`src/rtl/core/adsr_pkg.sv`:
```
package adsr_pkg;

    // fixed point and timing
    localparam int LEVEL_BITS  = 23;
    localparam int SAMPLE_RATE = 48000;
    localparam int LEVEL_W     = LEVEL_BITS + 1;
    localparam int TIME_W      = 22;
    localparam int NOTE_W      = 7;
    localparam int KS_W        = 3;
    localparam int ACTION_W    = 2;
    localparam int PHASE_W     = 3;
    localparam int CFG_IDX_W   = 3;
    localparam int CFG_DATA_W  = 24;

    localparam int KS_BASE     = 64;
    localparam int KS_SHIFT    = 6;
    localparam int MS_PER_S    = 1000;

    // 64 + key_scale * note, worst case 64 + 7 * 127
    localparam int NUM_W       = 10;

    // full * num / (64 * time) == (num << (LEVEL_BITS - 6)) / time
    localparam int DIVIDEND_W  = NUM_W + LEVEL_BITS - KS_SHIFT;
    localparam int DIV_CNT_W   = $clog2(DIVIDEND_W + 1);

    // width for the minimum-time compare
    localparam int CMP_W       = 48;

    localparam logic [LEVEL_W-1:0] FULL_SCALE = LEVEL_W'(64'd1 << LEVEL_BITS);
    localparam logic [LEVEL_W-1:0] CLAMP_STEP =
        LEVEL_W'(((64'd1 << LEVEL_BITS) * MS_PER_S) / SAMPLE_RATE);

    localparam logic [CMP_W-1:0] TIME_MUL = CMP_W'(KS_BASE * MS_PER_S);
    localparam logic [CMP_W-1:0] RATE_MUL = CMP_W'(SAMPLE_RATE);

    // register reset values
    localparam logic [TIME_W-1:0]  ATTACK_RST  = TIME_W'(480);
    localparam logic [TIME_W-1:0]  DECAY_RST   = TIME_W'(4800);
    localparam logic [TIME_W-1:0]  RELEASE_RST = TIME_W'(4800);
    localparam logic [TIME_W-1:0]  SUSTAIN_RST = TIME_W'(0);
    localparam logic [LEVEL_W-1:0] SLEVEL_RST  = LEVEL_W'(4194304);

    typedef enum logic [CFG_IDX_W-1:0] {
        CFG_ATTACK_TIME   = 3'd0,
        CFG_DECAY_TIME    = 3'd1,
        CFG_RELEASE_TIME  = 3'd2,
        CFG_SUSTAIN_TIME  = 3'd3,
        CFG_SUSTAIN_LEVEL = 3'd4,
        CFG_KEY_SCALE     = 3'd5,
        CFG_HOLD          = 3'd6
    } cfg_index_t;

    typedef enum logic [ACTION_W-1:0] {
        ACT_TICK    = 2'd0,
        ACT_KEY_ON  = 2'd1,
        ACT_KEY_OFF = 2'd2,
        ACT_NONE    = 2'd3
    } action_t;

    typedef enum logic [PHASE_W-1:0] {
        PH_IDLE    = 3'd0,
        PH_ATTACK  = 3'd1,
        PH_DECAY   = 3'd2,
        PH_SUSTAIN = 3'd3,
        PH_RELEASE = 3'd4
    } phase_t;

    // which step the key-on sequence is working on
    typedef enum logic [1:0] {
        SEL_ATTACK  = 2'd0,
        SEL_DECAY   = 2'd1,
        SEL_RELEASE = 2'd2,
        SEL_SUSTAIN = 2'd3
    } step_sel_t;

    typedef enum logic [1:0] {
        ST_IDLE = 2'd0,
        ST_PREP = 2'd1,
        ST_DIV  = 2'd2,
        ST_EMIT = 2'd3
    } seq_state_t;

endpackage

```
`src/rtl/core/adsr_div.sv`:
```
module adsr_div
(
    input  logic                                clk,
    input  logic                                rst_n,
    input  logic                                start,
    input  logic [adsr_pkg::DIVIDEND_W-1:0]     dividend,
    input  logic [adsr_pkg::TIME_W-1:0]         divisor,
    output logic                                done,
    output logic [adsr_pkg::DIVIDEND_W-1:0]     quotient
);

    logic [adsr_pkg::TIME_W-1:0]     rem_reg, rem_next;
    logic [adsr_pkg::DIVIDEND_W-1:0] quo_reg, quo_next;
    logic [adsr_pkg::DIV_CNT_W-1:0]  cnt_reg, cnt_next;
    logic                            busy_reg, busy_next;
    logic                            done_reg, done_next;
    logic [adsr_pkg::TIME_W:0]       shifted;
    logic [adsr_pkg::TIME_W:0]       diff;

    // restoring division, one quotient bit a cycle
    always_comb
    begin
        shifted   = {rem_reg, quo_reg[adsr_pkg::DIVIDEND_W-1]};
        diff      = shifted - {1'b0, divisor};
        rem_next  = rem_reg;
        quo_next  = quo_reg;
        cnt_next  = cnt_reg;
        busy_next = busy_reg;
        done_next = 1'b0;
        if (start)
        begin
            rem_next  = '0;
            quo_next  = dividend;
            cnt_next  = adsr_pkg::DIV_CNT_W'(adsr_pkg::DIVIDEND_W);
            busy_next = 1'b1;
        end
        else if (busy_reg)
        begin
            if (shifted >= {1'b0, divisor})
            begin
                rem_next = diff[adsr_pkg::TIME_W-1:0];
                quo_next = {quo_reg[adsr_pkg::DIVIDEND_W-2:0], 1'b1};
            end
            else
            begin
                rem_next = shifted[adsr_pkg::TIME_W-1:0];
                quo_next = {quo_reg[adsr_pkg::DIVIDEND_W-2:0], 1'b0};
            end
            cnt_next = cnt_reg - adsr_pkg::DIV_CNT_W'(1);
            if (cnt_reg == adsr_pkg::DIV_CNT_W'(1))
            begin
                busy_next = 1'b0;
                done_next = 1'b1;
            end
        end
    end

    always_ff @(posedge clk or negedge rst_n)
    begin
        if (!rst_n)
        begin
            cnt_reg  <= '0;
            busy_reg <= 1'b0;
            done_reg <= 1'b0;
        end
        else
        begin
            cnt_reg  <= cnt_next;
            busy_reg <= busy_next;
            done_reg <= done_next;
        end
    end

    always_ff @(posedge clk)
    begin
        rem_reg <= rem_next;
        quo_reg <= quo_next;
    end

    assign done     = done_reg;
    assign quotient = quo_reg;

endmodule

```
`src/rtl/core/adsr_envelope_generator_unit.sv`:
```
// channel   dir  width  contents
// s_axis    in   16     action, note
// m_axis    out  32     level, phase
// cfg       in   24     register write, index 0..6
//
// tick, key off and unused codes go from accept straight to the result state
// key on computes four steps in turn on one shared restoring divider, each
// set up in the prep state; s_axis takes no new item until the result state is left
// reset clears the envelope, all steps and the register file to defaults
// a waiting result holds the block in its result state until m_axis_tready
module adsr_envelope_generator_unit
(
    input  logic        clk,
    input  logic        rst_n,
    input  logic        s_axis_tvalid,
    output logic        s_axis_tready,
    input  logic [15:0] s_axis_tdata,   // [1:0] action, [8:2] note
    output logic        m_axis_tvalid,
    input  logic        m_axis_tready,
    output logic [31:0] m_axis_tdata,   // [23:0] level, [26:24] phase
    input  logic        cfg_we,
    input  logic [2:0]  cfg_index,
    input  logic [23:0] cfg_data
);

    // configuration registers
    logic [adsr_pkg::TIME_W-1:0]  attack_time_reg, decay_time_reg;
    logic [adsr_pkg::TIME_W-1:0]  release_time_reg, sustain_time_reg;
    logic [adsr_pkg::LEVEL_W-1:0] sustain_level_reg;
    logic [adsr_pkg::KS_W-1:0]    key_scale_reg;
    logic                         hold_reg;

    adsr_pkg::seq_state_t         state_reg, state_next;
    adsr_pkg::phase_t             phase_reg, phase_next;
    logic [adsr_pkg::LEVEL_W-1:0] level_reg, level_next;
    logic [adsr_pkg::LEVEL_W-1:0] step_reg [4];
    logic [adsr_pkg::LEVEL_W-1:0] step_val;
    logic                         step_we;
    logic [1:0]                   sel_reg, sel_next;
    logic [adsr_pkg::NUM_W-1:0]   num_reg, num_next;
    logic                         out_valid_reg, out_valid_next;
    logic [adsr_pkg::LEVEL_W-1:0] out_level_reg;
    adsr_pkg::phase_t             out_phase_reg;
    logic                         out_load;

    adsr_pkg::action_t            in_action;
    logic [adsr_pkg::NOTE_W-1:0]  in_note;
    logic                         in_acc;

    logic [adsr_pkg::TIME_W-1:0]     time_sel;
    logic [adsr_pkg::CMP_W-1:0]      cmp_time, cmp_rate;
    logic                            below_min;
    logic                            div_start;
    logic                            div_done;
    logic [adsr_pkg::DIVIDEND_W-1:0] div_quo;
    logic [adsr_pkg::DIVIDEND_W-1:0] dividend;

    // tick datapath
    adsr_pkg::phase_t             tick_phase;
    logic [adsr_pkg::LEVEL_W-1:0] tick_level;
    logic [adsr_pkg::LEVEL_W-1:0] limit;
    logic [adsr_pkg::LEVEL_W:0]   rise_sum;
    logic [adsr_pkg::LEVEL_W-1:0] fall_step, fall_floor;
    adsr_pkg::phase_t             fall_phase;
    logic                         fall_en;
    logic [adsr_pkg::LEVEL_W:0]   fall_bound;

    assign in_action     = adsr_pkg::action_t'(s_axis_tdata[1:0]);
    assign in_note       = s_axis_tdata[8:2];
    assign s_axis_tready = (state_reg == adsr_pkg::ST_IDLE);
    assign in_acc        = s_axis_tvalid && s_axis_tready;

    always_ff @(posedge clk or negedge rst_n)
    begin
        if (!rst_n)
        begin
            attack_time_reg   <= adsr_pkg::ATTACK_RST;
            decay_time_reg    <= adsr_pkg::DECAY_RST;
            release_time_reg  <= adsr_pkg::RELEASE_RST;
            sustain_time_reg  <= adsr_pkg::SUSTAIN_RST;
            sustain_level_reg <= adsr_pkg::SLEVEL_RST;
            key_scale_reg     <= '0;
            hold_reg          <= 1'b1;
        end
        else if (cfg_we)
        begin
            case (adsr_pkg::cfg_index_t'(cfg_index))
                adsr_pkg::CFG_ATTACK_TIME:   attack_time_reg  <= cfg_data[adsr_pkg::TIME_W-1:0];
                adsr_pkg::CFG_DECAY_TIME:    decay_time_reg   <= cfg_data[adsr_pkg::TIME_W-1:0];
                adsr_pkg::CFG_RELEASE_TIME:  release_time_reg <= cfg_data[adsr_pkg::TIME_W-1:0];
                adsr_pkg::CFG_SUSTAIN_TIME:  sustain_time_reg <= cfg_data[adsr_pkg::TIME_W-1:0];
                adsr_pkg::CFG_SUSTAIN_LEVEL: sustain_level_reg <= cfg_data;
                adsr_pkg::CFG_KEY_SCALE:     key_scale_reg    <= cfg_data[adsr_pkg::KS_W-1:0];
                adsr_pkg::CFG_HOLD:          hold_reg         <= cfg_data[0];
                default:                     ;
            endcase
        end
    end

    // one tick of the envelope
    always_comb
    begin
        limit      = (sustain_level_reg > adsr_pkg::FULL_SCALE) ?
                     adsr_pkg::FULL_SCALE : sustain_level_reg;
        rise_sum   = {1'b0, level_reg} + {1'b0, step_reg[adsr_pkg::SEL_ATTACK]};
        tick_level = level_reg;
        tick_phase = phase_reg;
        fall_en    = 1'b0;
        fall_step  = step_reg[adsr_pkg::SEL_RELEASE];
        fall_floor = '0;
        fall_phase = adsr_pkg::PH_IDLE;
        case (phase_reg)
            adsr_pkg::PH_ATTACK:
            begin
                if (rise_sum >= {1'b0, adsr_pkg::FULL_SCALE})
                begin
                    tick_level = adsr_pkg::FULL_SCALE;
                    tick_phase = adsr_pkg::PH_DECAY;
                end
                else
                begin
                    tick_level = rise_sum[adsr_pkg::LEVEL_W-1:0];
                end
            end
            adsr_pkg::PH_DECAY:
            begin
                if (level_reg > limit)
                begin
                    fall_en    = 1'b1;
                    fall_step  = step_reg[adsr_pkg::SEL_DECAY];
                    fall_floor = limit;
                    fall_phase = adsr_pkg::PH_SUSTAIN;
                end
                else
                begin
                    tick_level = limit;
                    tick_phase = adsr_pkg::PH_SUSTAIN;
                end
            end
            adsr_pkg::PH_SUSTAIN:
            begin
                if (!hold_reg)
                begin
                    fall_en = 1'b1;
                end
                else if (step_reg[adsr_pkg::SEL_SUSTAIN] != '0)
                begin
                    fall_en   = 1'b1;
                    fall_step = step_reg[adsr_pkg::SEL_SUSTAIN];
                end
            end
            adsr_pkg::PH_RELEASE:
            begin
                fall_en = 1'b1;
            end
            default: ;
        endcase
        fall_bound = {1'b0, fall_floor} + {1'b0, fall_step};
        if (fall_en)
        begin
            if ({1'b0, level_reg} <= fall_bound)
            begin
                tick_level = fall_floor;
                tick_phase = fall_phase;
            end
            else
            begin
                tick_level = level_reg - fall_step;
            end
        end
    end

    // step set-up for the time under work
    always_comb
    begin
        case (adsr_pkg::step_sel_t'(sel_reg))
            adsr_pkg::SEL_ATTACK:  time_sel = attack_time_reg;
            adsr_pkg::SEL_DECAY:   time_sel = decay_time_reg;
            adsr_pkg::SEL_RELEASE: time_sel = release_time_reg;
            default:               time_sel = sustain_time_reg;
        endcase
        cmp_time  = adsr_pkg::CMP_W'(time_sel) * adsr_pkg::TIME_MUL;
        cmp_rate  = adsr_pkg::CMP_W'(num_reg) * adsr_pkg::RATE_MUL;
        below_min = cmp_time < cmp_rate;
        dividend  = adsr_pkg::DIVIDEND_W'(num_reg)
                    << (adsr_pkg::LEVEL_BITS - adsr_pkg::KS_SHIFT);
    end

    adsr_div u_div
    (
        .clk      (clk),
        .rst_n    (rst_n),
        .start    (div_start),
        .dividend (dividend),
        .divisor  (time_sel),
        .done     (div_done),
        .quotient (div_quo)
    );

    // sequencer
    always_comb
    begin
        state_next     = state_reg;
        phase_next     = phase_reg;
        level_next     = level_reg;
        sel_next       = sel_reg;
        num_next       = num_reg;
        out_valid_next = out_valid_reg;
        out_load       = 1'b0;
        step_we        = 1'b0;
        step_val       = adsr_pkg::CLAMP_STEP;
        div_start      = 1'b0;

        if (m_axis_tready)
        begin
            out_valid_next = 1'b0;
        end

        case (state_reg)
            adsr_pkg::ST_IDLE:
            begin
                if (in_acc)
                begin
                    state_next = adsr_pkg::ST_EMIT;
                    case (in_action)
                        adsr_pkg::ACT_TICK:
                        begin
                            phase_next = tick_phase;
                            level_next = tick_level;
                        end
                        adsr_pkg::ACT_KEY_ON:
                        begin
                            phase_next = adsr_pkg::PH_ATTACK;
                            level_next = '0;
                            sel_next   = adsr_pkg::SEL_ATTACK;
                            num_next   = adsr_pkg::NUM_W'(adsr_pkg::KS_BASE)
                                         + adsr_pkg::NUM_W'(key_scale_reg)
                                         * adsr_pkg::NUM_W'(in_note);
                            state_next = adsr_pkg::ST_PREP;
                        end
                        adsr_pkg::ACT_KEY_OFF:
                        begin
                            if (phase_reg != adsr_pkg::PH_IDLE)
                            begin
                                phase_next = adsr_pkg::PH_RELEASE;
                            end
                        end
                        default: ;
                    endcase
                end
            end
            adsr_pkg::ST_PREP:
            begin
                if (sel_reg == adsr_pkg::SEL_SUSTAIN && sustain_time_reg == '0)
                begin
                    step_we  = 1'b1;
                    step_val = '0;
                end
                else if (below_min)
                begin
                    step_we = 1'b1;
                end
                else
                begin
                    div_start  = 1'b1;
                    state_next = adsr_pkg::ST_DIV;
                end
                if (step_we)
                begin
                    sel_next = sel_reg + 2'd1;
                    if (sel_reg == adsr_pkg::SEL_SUSTAIN)
                    begin
                        state_next = adsr_pkg::ST_EMIT;
                    end
                end
            end
            adsr_pkg::ST_DIV:
            begin
                if (div_done)
                begin
                    step_we  = 1'b1;
                    // never below one so the phase always moves on
                    step_val = (div_quo == '0) ? adsr_pkg::LEVEL_W'(1) :
                               div_quo[adsr_pkg::LEVEL_W-1:0];
                    sel_next = sel_reg + 2'd1;
                    state_next = (sel_reg == adsr_pkg::SEL_SUSTAIN) ?
                                 adsr_pkg::ST_EMIT : adsr_pkg::ST_PREP;
                end
            end
            adsr_pkg::ST_EMIT:
            begin
                if (!out_valid_reg || m_axis_tready)
                begin
                    out_load       = 1'b1;
                    out_valid_next = 1'b1;
                    state_next     = adsr_pkg::ST_IDLE;
                end
            end
            default:
            begin
                state_next = adsr_pkg::ST_IDLE;
            end
        endcase
    end

    always_ff @(posedge clk or negedge rst_n)
    begin
        if (!rst_n)
        begin
            state_reg     <= adsr_pkg::ST_IDLE;
            phase_reg     <= adsr_pkg::PH_IDLE;
            level_reg     <= '0;
            sel_reg       <= '0;
            out_valid_reg <= 1'b0;
            step_reg[0]   <= '0;
            step_reg[1]   <= '0;
            step_reg[2]   <= '0;
            step_reg[3]   <= '0;
        end
        else
        begin
            state_reg     <= state_next;
            phase_reg     <= phase_next;
            level_reg     <= level_next;
            sel_reg       <= sel_next;
            out_valid_reg <= out_valid_next;
            if (step_we)
            begin
                step_reg[sel_reg] <= step_val;
            end
        end
    end

    always_ff @(posedge clk)
    begin
        num_reg <= num_next;
        if (out_load)
        begin
            out_level_reg <= level_reg;
            out_phase_reg <= phase_reg;
        end
    end

    assign m_axis_tvalid = out_valid_reg;
    assign m_axis_tdata  = {5'b0, out_phase_reg, out_level_reg};

endmodule
```
`config.mk`:
```
export PLATFORM = sky130hd
export DESIGN_NAME = adsr_envelope_generator_unit
export DESIGN_NICKNAME = d
export VERILOG_FILES = /design/src/rtl/core/adsr_pkg.sv /design/src/rtl/core/adsr_div.sv /design/src/rtl/core/adsr_envelope_generator_unit.sv
export SDC_FILE = /design/constraint.sdc
export NUM_CORES = 1
export LEC_CHECK = 0
export ABC_CLOCK_PERIOD_IN_PS = 10900
export BUFFER_PORTS_ARGS = -buffer_cell sky130_fd_sc_hd__buf_2
export CORE_ASPECT_RATIO = 0.6
export CORE_UTILIZATION = 60
export CTS_CLUSTER_DIAMETER = 100
export CTS_CLUSTER_SIZE = 30
export DETAILED_ROUTE_END_ITERATION = 10
export HOLD_SLACK_MARGIN = 0.15
export PLACE_DENSITY = 0.77
export SYNTH_ARGS = -nofsm -noshare
export SYNTH_HDL_FRONTEND = slang
export SYNTH_SLANG_ARGS = --single-unit
```
`constraint.sdc`:
```
create_clock -name clk -period 10.9 [get_ports clk]
set_clock_uncertainty 0.1 [all_clocks]
set_input_delay 0.545 -clock clk [delete_from_list [all_inputs] [get_ports clk]]
set_output_delay 0.545 -clock clk [all_outputs]
set_load 0.1 [all_outputs]
```
Word level (Yosys, flattened, before mapping)
Cells that the tools add are included.

cells by class
  reductions and logical operators = 29
  equality and inequality tests = 27
  bitwise operators = 1
  multiplexer cells = 74
  shift-type cells = 0
  multiply operators = 3
  magnitude comparators = 8
  add/subtract/negate cells = 7
  div/mod/pow operators = 0

operators with widths
  kind                     number
  $mux W24                 13
  $pmux W24 S2             4
  $bwmux W96               1
  $pmux W22 S3             1
  $mux W27                 2
  $add A24 B24 Y25         2
  $demux W24 S2            1
  $lt A38 B26 Y1           1
  $mux W2                  15
  $mul A22 B7 Y29 const B  1
  $logic_not A27 Y1        1
  $ge A25 B24 Y1 const B   1
  $le A24 B25 Y1           1
  $gt A24 B24 Y1           1
  $gt A24 B24 Y1 const B   1
  $reduce_bool A24 Y1      1
  $sub A24 B24 Y24         1
  $ge A23 B22 Y1           1
  $logic_not A22 Y1        1
  $mux W1                  22
  $mux W22                 1
  $sub A22 B22 Y22         1
  $mul A10 B9 Y19 const B  1
  $mux W18                 1
  36 further kinds         73

word-level totals
  latch bits = 0
  register bits = 337
  input port bits = 48
  memory bits (writable) = 0
  bits in read-only memories = 0
  memories = 0
  output and inout port bits = 34

Longest topological paths before layout
  word-level depth = 10
  depth in mapped cells = 40

Hierarchy
A second synthesis with hierarchy kept.

unflattened totals
  cell total of the unflattened synthesis = 2715
  area, all modules = 27325.0 µm²

by module, submodules not included
  module                        area an instance (µm²)  instances  seq. area each (µm²)  cells an instance
  adsr_envelope_generator_unit  23741.5                 1          7234.4                2357
  adsr_div                      3583.4                  1          1426.4                358

Least setup slack after synthesis
Ideal clock, no wire load.

  path kind = register to register
  start = reg sustain_level_reg[11] (netlist name)
  end = reg level_reg[2] (netlist name)
  data arrival time = 7.866 ns
  buffers on the path = 4
  stages on the path, launching flop included = 39
  slack = 2.812 ns
  setup time = 0.122 ns
  data required time = 10.678 ns
  cell sequence = dfrtp_1 -> nor4_1 -> nand4_1 -> o21ai_0 -> clkbuf_1 -> nand2_1 -> ha_1 -> a21o_1 -> a221o_1 -> a221oi_1 -> o31ai_1 -> o21ai_1 -> nor2_1 -> nor2_1 -> clkbuf_1 -> a221o_1 -> ha_1 -> a21o_1 -> [... 3 more ...] -> a31oi_1 -> a221o_1 -> nand2_1 -> a31oi_1 -> o21ai_0 -> nand2b_1 -> xnor2_1 -> ha_1 -> nand3_1 -> nor2_1 -> o21ai_0 -> o211ai_1 -> o211a_1 -> clkbuf_1 -> buf_2 -> mux2i_1 -> nand2_1 -> a32o_1

on the way
  cells in the longest elaborated chain, start to end = 10
  elaborated cells on any way between the ends = 20
  those cells by class = add/sub (2); order compare (3); eq/ne (2); mux (12); reduce/logical (1)

ends and longest elaborated chain
  item                                      RTL line                             RTL
  start, declared                           adsr_envelope_generator_unit.sv:29   logic [adsr_pkg::LEVEL_W-1:0] sustain_level_reg;
  start signal, assigned                    adsr_envelope_generator_unit.sv:81   sustain_level_reg <= adsr_pkg::SLEVEL_RST;
  start signal, assigned                    adsr_envelope_generator_unit.sv:92   adsr_pkg::CFG_SUSTAIN_LEVEL: sustain_level_reg <= cfg_data;
  $gt A24 B24 Y1                            adsr_envelope_generator_unit.sv:103  limit = (sustain_level_reg > adsr_pkg::FULL_SCALE) ?
  $mux W24 (*)                              adsr_envelope_generator_unit.sv:103
  $gt A24 B24 Y1                            adsr_envelope_generator_unit.sv:127  if (level_reg > limit)
  $mux W24                                  adsr_envelope_generator_unit.sv:127
  $pmux W24 S2 or $mux W24 (tied branches)  adsr_envelope_generator_unit.sv:112  case (phase_reg)
  $add A24 B24 Y25                          adsr_envelope_generator_unit.sv:158  fall_bound = {1'b0, fall_floor} + {1'b0, fall_step};
  $le A24 B25 Y1                            adsr_envelope_generator_unit.sv:161  if ({1'b0, level_reg} <= fall_bound)
  $mux W24                                  adsr_envelope_generator_unit.sv:161
  $mux W24                                  adsr_envelope_generator_unit.sv:159  if (fall_en)
  $pmux W24 S2                              adsr_envelope_generator_unit.sv:225  case (in_action)
  end signal, assigned                      adsr_envelope_generator_unit.sv:324  level_reg <= level_next;
  end, declared                             adsr_envelope_generator_unit.sv:35   logic [adsr_pkg::LEVEL_W-1:0] level_reg, level_next;

Every way passes the cells marked *; elsewhere a longest branch is shown, timed or not. The select of a mux whose other input is x is not followed.
A chain may end at the register's enable or synchronous reset.

Worst setup path in the final report
  start = reg sustain_level_reg[17] (netlist name)
  end = reg level_reg[4] (netlist name)

The elaborated chain is that of the path after synthesis.

==> impl_metrics.py <==
metrics = {
    "synth": {
        "async_reset_ff_share_pct": 74.5,
        "synth_flop_cell": "dfrtp_1",
        "synth_top_family_by_area": "adder cells",
        "synth.cell_area_um2": 27200,
        "yosys.area_share.simple_pct": 10.4,
        "synthAdderAreaFrac_pct": 23.2,
        "synth_compound_area_share_pct": 16.9,
        "yosys_warnings": 0,
        "syn_area_per_cell_um2": 10.1,
        "ys_seq_elements": 337,
        "synth_edf_count": 47,
        "synth.distinct_cells": 87,
        "synth-xor-area-share_pct": 3.80,
        "syn_inst": 2697,
        "synth_mux_area_share_pct": 9.46,
        "seq_area_frac_synth_pct": 31.2,
    },
    "floorplan": {
        "start_util_pct": 60.8,
        "die_w_um": 277,
        "ios": 82,
        "die-area_um2": 46300,
        "num_rows": 60,
        "core-area_um2": 44700,
        "die_height_um": 167,
    },
    "worst_setup_path": {
        "slowest_stage": "o41ai_1",
        "max_stage_delay_ns": 0.64,
        "worstSetupStartpointType": "flip-flop",
        "crit_start": "sustain_level_reg[17]",
        "cp_data_required_time_ns": 11.21,
        "rrSetupSlack_ns": 0.79,
        "path_max_fanout": 23,
        "crit_top_cell": "o21ai_0",
        "r2r-start": "sustain_level_reg[17]",
        "path_class": "reg2reg",
        "worstPathArrival_ns": 10.42,
        "crit_path_end_kind": "flip-flop",
    },
    "hold_path": {
        "hold_start": "cfg_data[22]",
        "hold_class": "in2reg",
    },
    "drt": {
        "wirelength_um": 74300,
        "drc": 0,
        "ant_nets": 0,
        "vias": 21200,
        "wl_per_cell_um": 22.3,
        "drt_iter0_drc": 2425,
        "viasPerCell": 6.38,
        "drt-pass1-iter-count": 6,
    },
    "clocking": {
        "cts_buffer_depth": 3,
        "cts_root_buffer": "clkbuf_16",
        "clk_pin_slew_ns": 0.13,
        "cts_made_buffers": 15,
        "postCtsResizedCells": 0,
        "clk-insertion-delay-late_ns": 0.55,
        "cts-htree-levels": 1,
        "clock_sinks": 337,
        "cts_tree": "built",
    },
    "placement": {
        "post_dp_cell_area_um2": 28300,
        "place.gp.congestion": 1.03,
        "place_hpwl_um": 59000,
        "portBuffers": 69,
        "pre_cts_slack_ns": 1.42,
    },
    "sta": {
        "final_hold_viol_count": 0,
        "timing.final.crit_share_pct": 92.8,
        "maxSlewViolCount": 0,
        "finalWorstSetupSlack_ns": 0.786,
        "final.setup.tns_ns": 0,
        "period_needed_ns": 10.11,
        "tightest_slew_ns": 1.22,
        "setup_violations": 0,
        "fmax_ghz": 0.0989,
        "rsz0062_at_grt": "no",
        "worst_slew_margin_rel_pct": 18.6,
    },
    "layout": {
        "drive_above_1_share_pct": 12.3,
        "utilization_pct": 64.3,
        "syn_to_final_growth_pct": 5.64,
        "largest_reg_flops": 96,
        "fin_nets": 3210,
        "final_cell_area_um2": 28800,
    },
    "global_route": {
        "grt_usage_pct": 32.4,
        "antenna_found_initial": 1,
        "grt_pass1_vias": 20400,
        "grt_overflow": 0,
        "grt_max_degree": 107,
        "grt_pass1_wl_um": 118000,
    },
    "job": {
        "cap_violations": 0,
    },
    "status": {
        "status": "completed",
    },
}
==> cells in the final DEF (no fill, tap or decap), types with 21 or more instances in the layout <==
master / netlist / final
buf_4: 5 / 44
a21oi_1: 140 / 140
nor3_1: 28 / 26
a22oi_1: 24 / 24
mux2_2: 155 / 155
inv_1: 254 / 254
nand2b_1: 22 / 22
nor4_1: 22 / 22
a211oi_1: 31 / 31
nand4_1: 28 / 28
xor2_1: 47 / 47
mux2_1: 24 / 24
and2_1: 63 / 63
dfrtp_1: 237 / 236
a22o_1: 67 / 67
o21ai_0: 104 / 104
dfxtp_1: 39 / 39
nand2_1: 204 / 204
nand3_1: 21 / 21
nor2_1: 123 / 123
mux2i_1: 56 / 56
fa_1: 126 / 126
buf_2: 9 / 68
a21o_1: 67 / 67
edfxtp_1: 47 / 47
a221o_1: 37 / 37
xnor2_1: 71 / 71
ha_1: 303 / 303
==> worst paths after layout <==
kind                                         end  cells past startpoint
setup / recovery                    level_reg[4]                     37
hold / removal             sustain_level_reg[22]                      2
setup reg to reg                    level_reg[4]                     37
hold reg to reg                     step_reg[63]                      1
max in group asynchronous         u_div.busy_reg                      3
min in group asynchronous           phase_reg[2]                      2
==> worst max-delay path: cells and delay by family (launching register included) <==
family                   cells  cell delay [ns]
AO/OA/AOI/OAI               20             5.70
XOR/XNOR                     1             0.10
AND/OR/NAND/NOR              8             1.52
buffers and inverters        4             0.88
multiplexers                 1             0.36
flip-flops                   1             0.39
adder cells (fa/ha/maj)      3             0.90
==> metrics by stage <==
stage	hold slack, ns	std cells
after floorplan	0.149	2701
after global placement	0.365	3303
after detailed placement	0.373	3303
after CTS	0.154	3330
after global routing	0.154	3331
final	0.165	3331
==> synth_stat cells, types with 22 or more instances <==
cell type  count  area (um^2)
a211oi_1      31          233
a21o_1        67          503
a21oi_1      140          701
a221o_1       37          370
a22o_1        67          587
a22oi_1       24          180
and2_1        63          394
clkbuf_1      77          289
dfrtp_1      237         5930
dfxtp_1       39          781
edfxtp_1      47         1410
fa_1         126         2520
ha_1         303         3790
inv_1        254          953
mux2_1        24          270
mux2_2       155         1750
mux2i_1       56          561
nand2_1      204          766
nand2b_1      22          138
nand4_1       28          175
nor2_1       123          462
nor3_1        28          140
nor4_1        22          138
o21ai_0      104          521
xnor2_1       71          622
xor2_1        47          412
==> cell families (layout without fill, tap and decap cells) <==
logic type      after synthesis  in the layout
xor+xnor                    118            118
compound gates              640            640
mux                         235            235
simple gates                582            582
flops                       337            337
fa+ha+maj                   429            429
buf+inv                     355            395
other cells                   1              6
==> layout make-up <==
class	count	area (um^2)
multi-input cells	2009	17400
fillers	3605	16000
flip-flops and latches	337	8490
inverters	254	953
well taps	589	737
repair buffers	116	726
clock buffers	23	427
clock inverters	2	22.5
diodes	1	2.50
==> layer usage <==
layer | track usage [%] | vias up | share of wire [%]
li1 | - | 9730 | -
met2 | 44.0 | 978 | 40
met5 | 0 | - | 0
met3 | 10.6 | 54 | 12
met4 | 3.84 | 0 | 1.1
met1 | 50.7 | 10500 | 47
==> what timing repair did <==
action | CTS | global route
hold buffers | 2 | 0
setup buffers | 0 | 0
hold endpoints to repair | 101 | 0
Power is left out: the tool's default activity adds up to more than one toggle a clock period on the data nets, which glitch-free logic cannot reach.
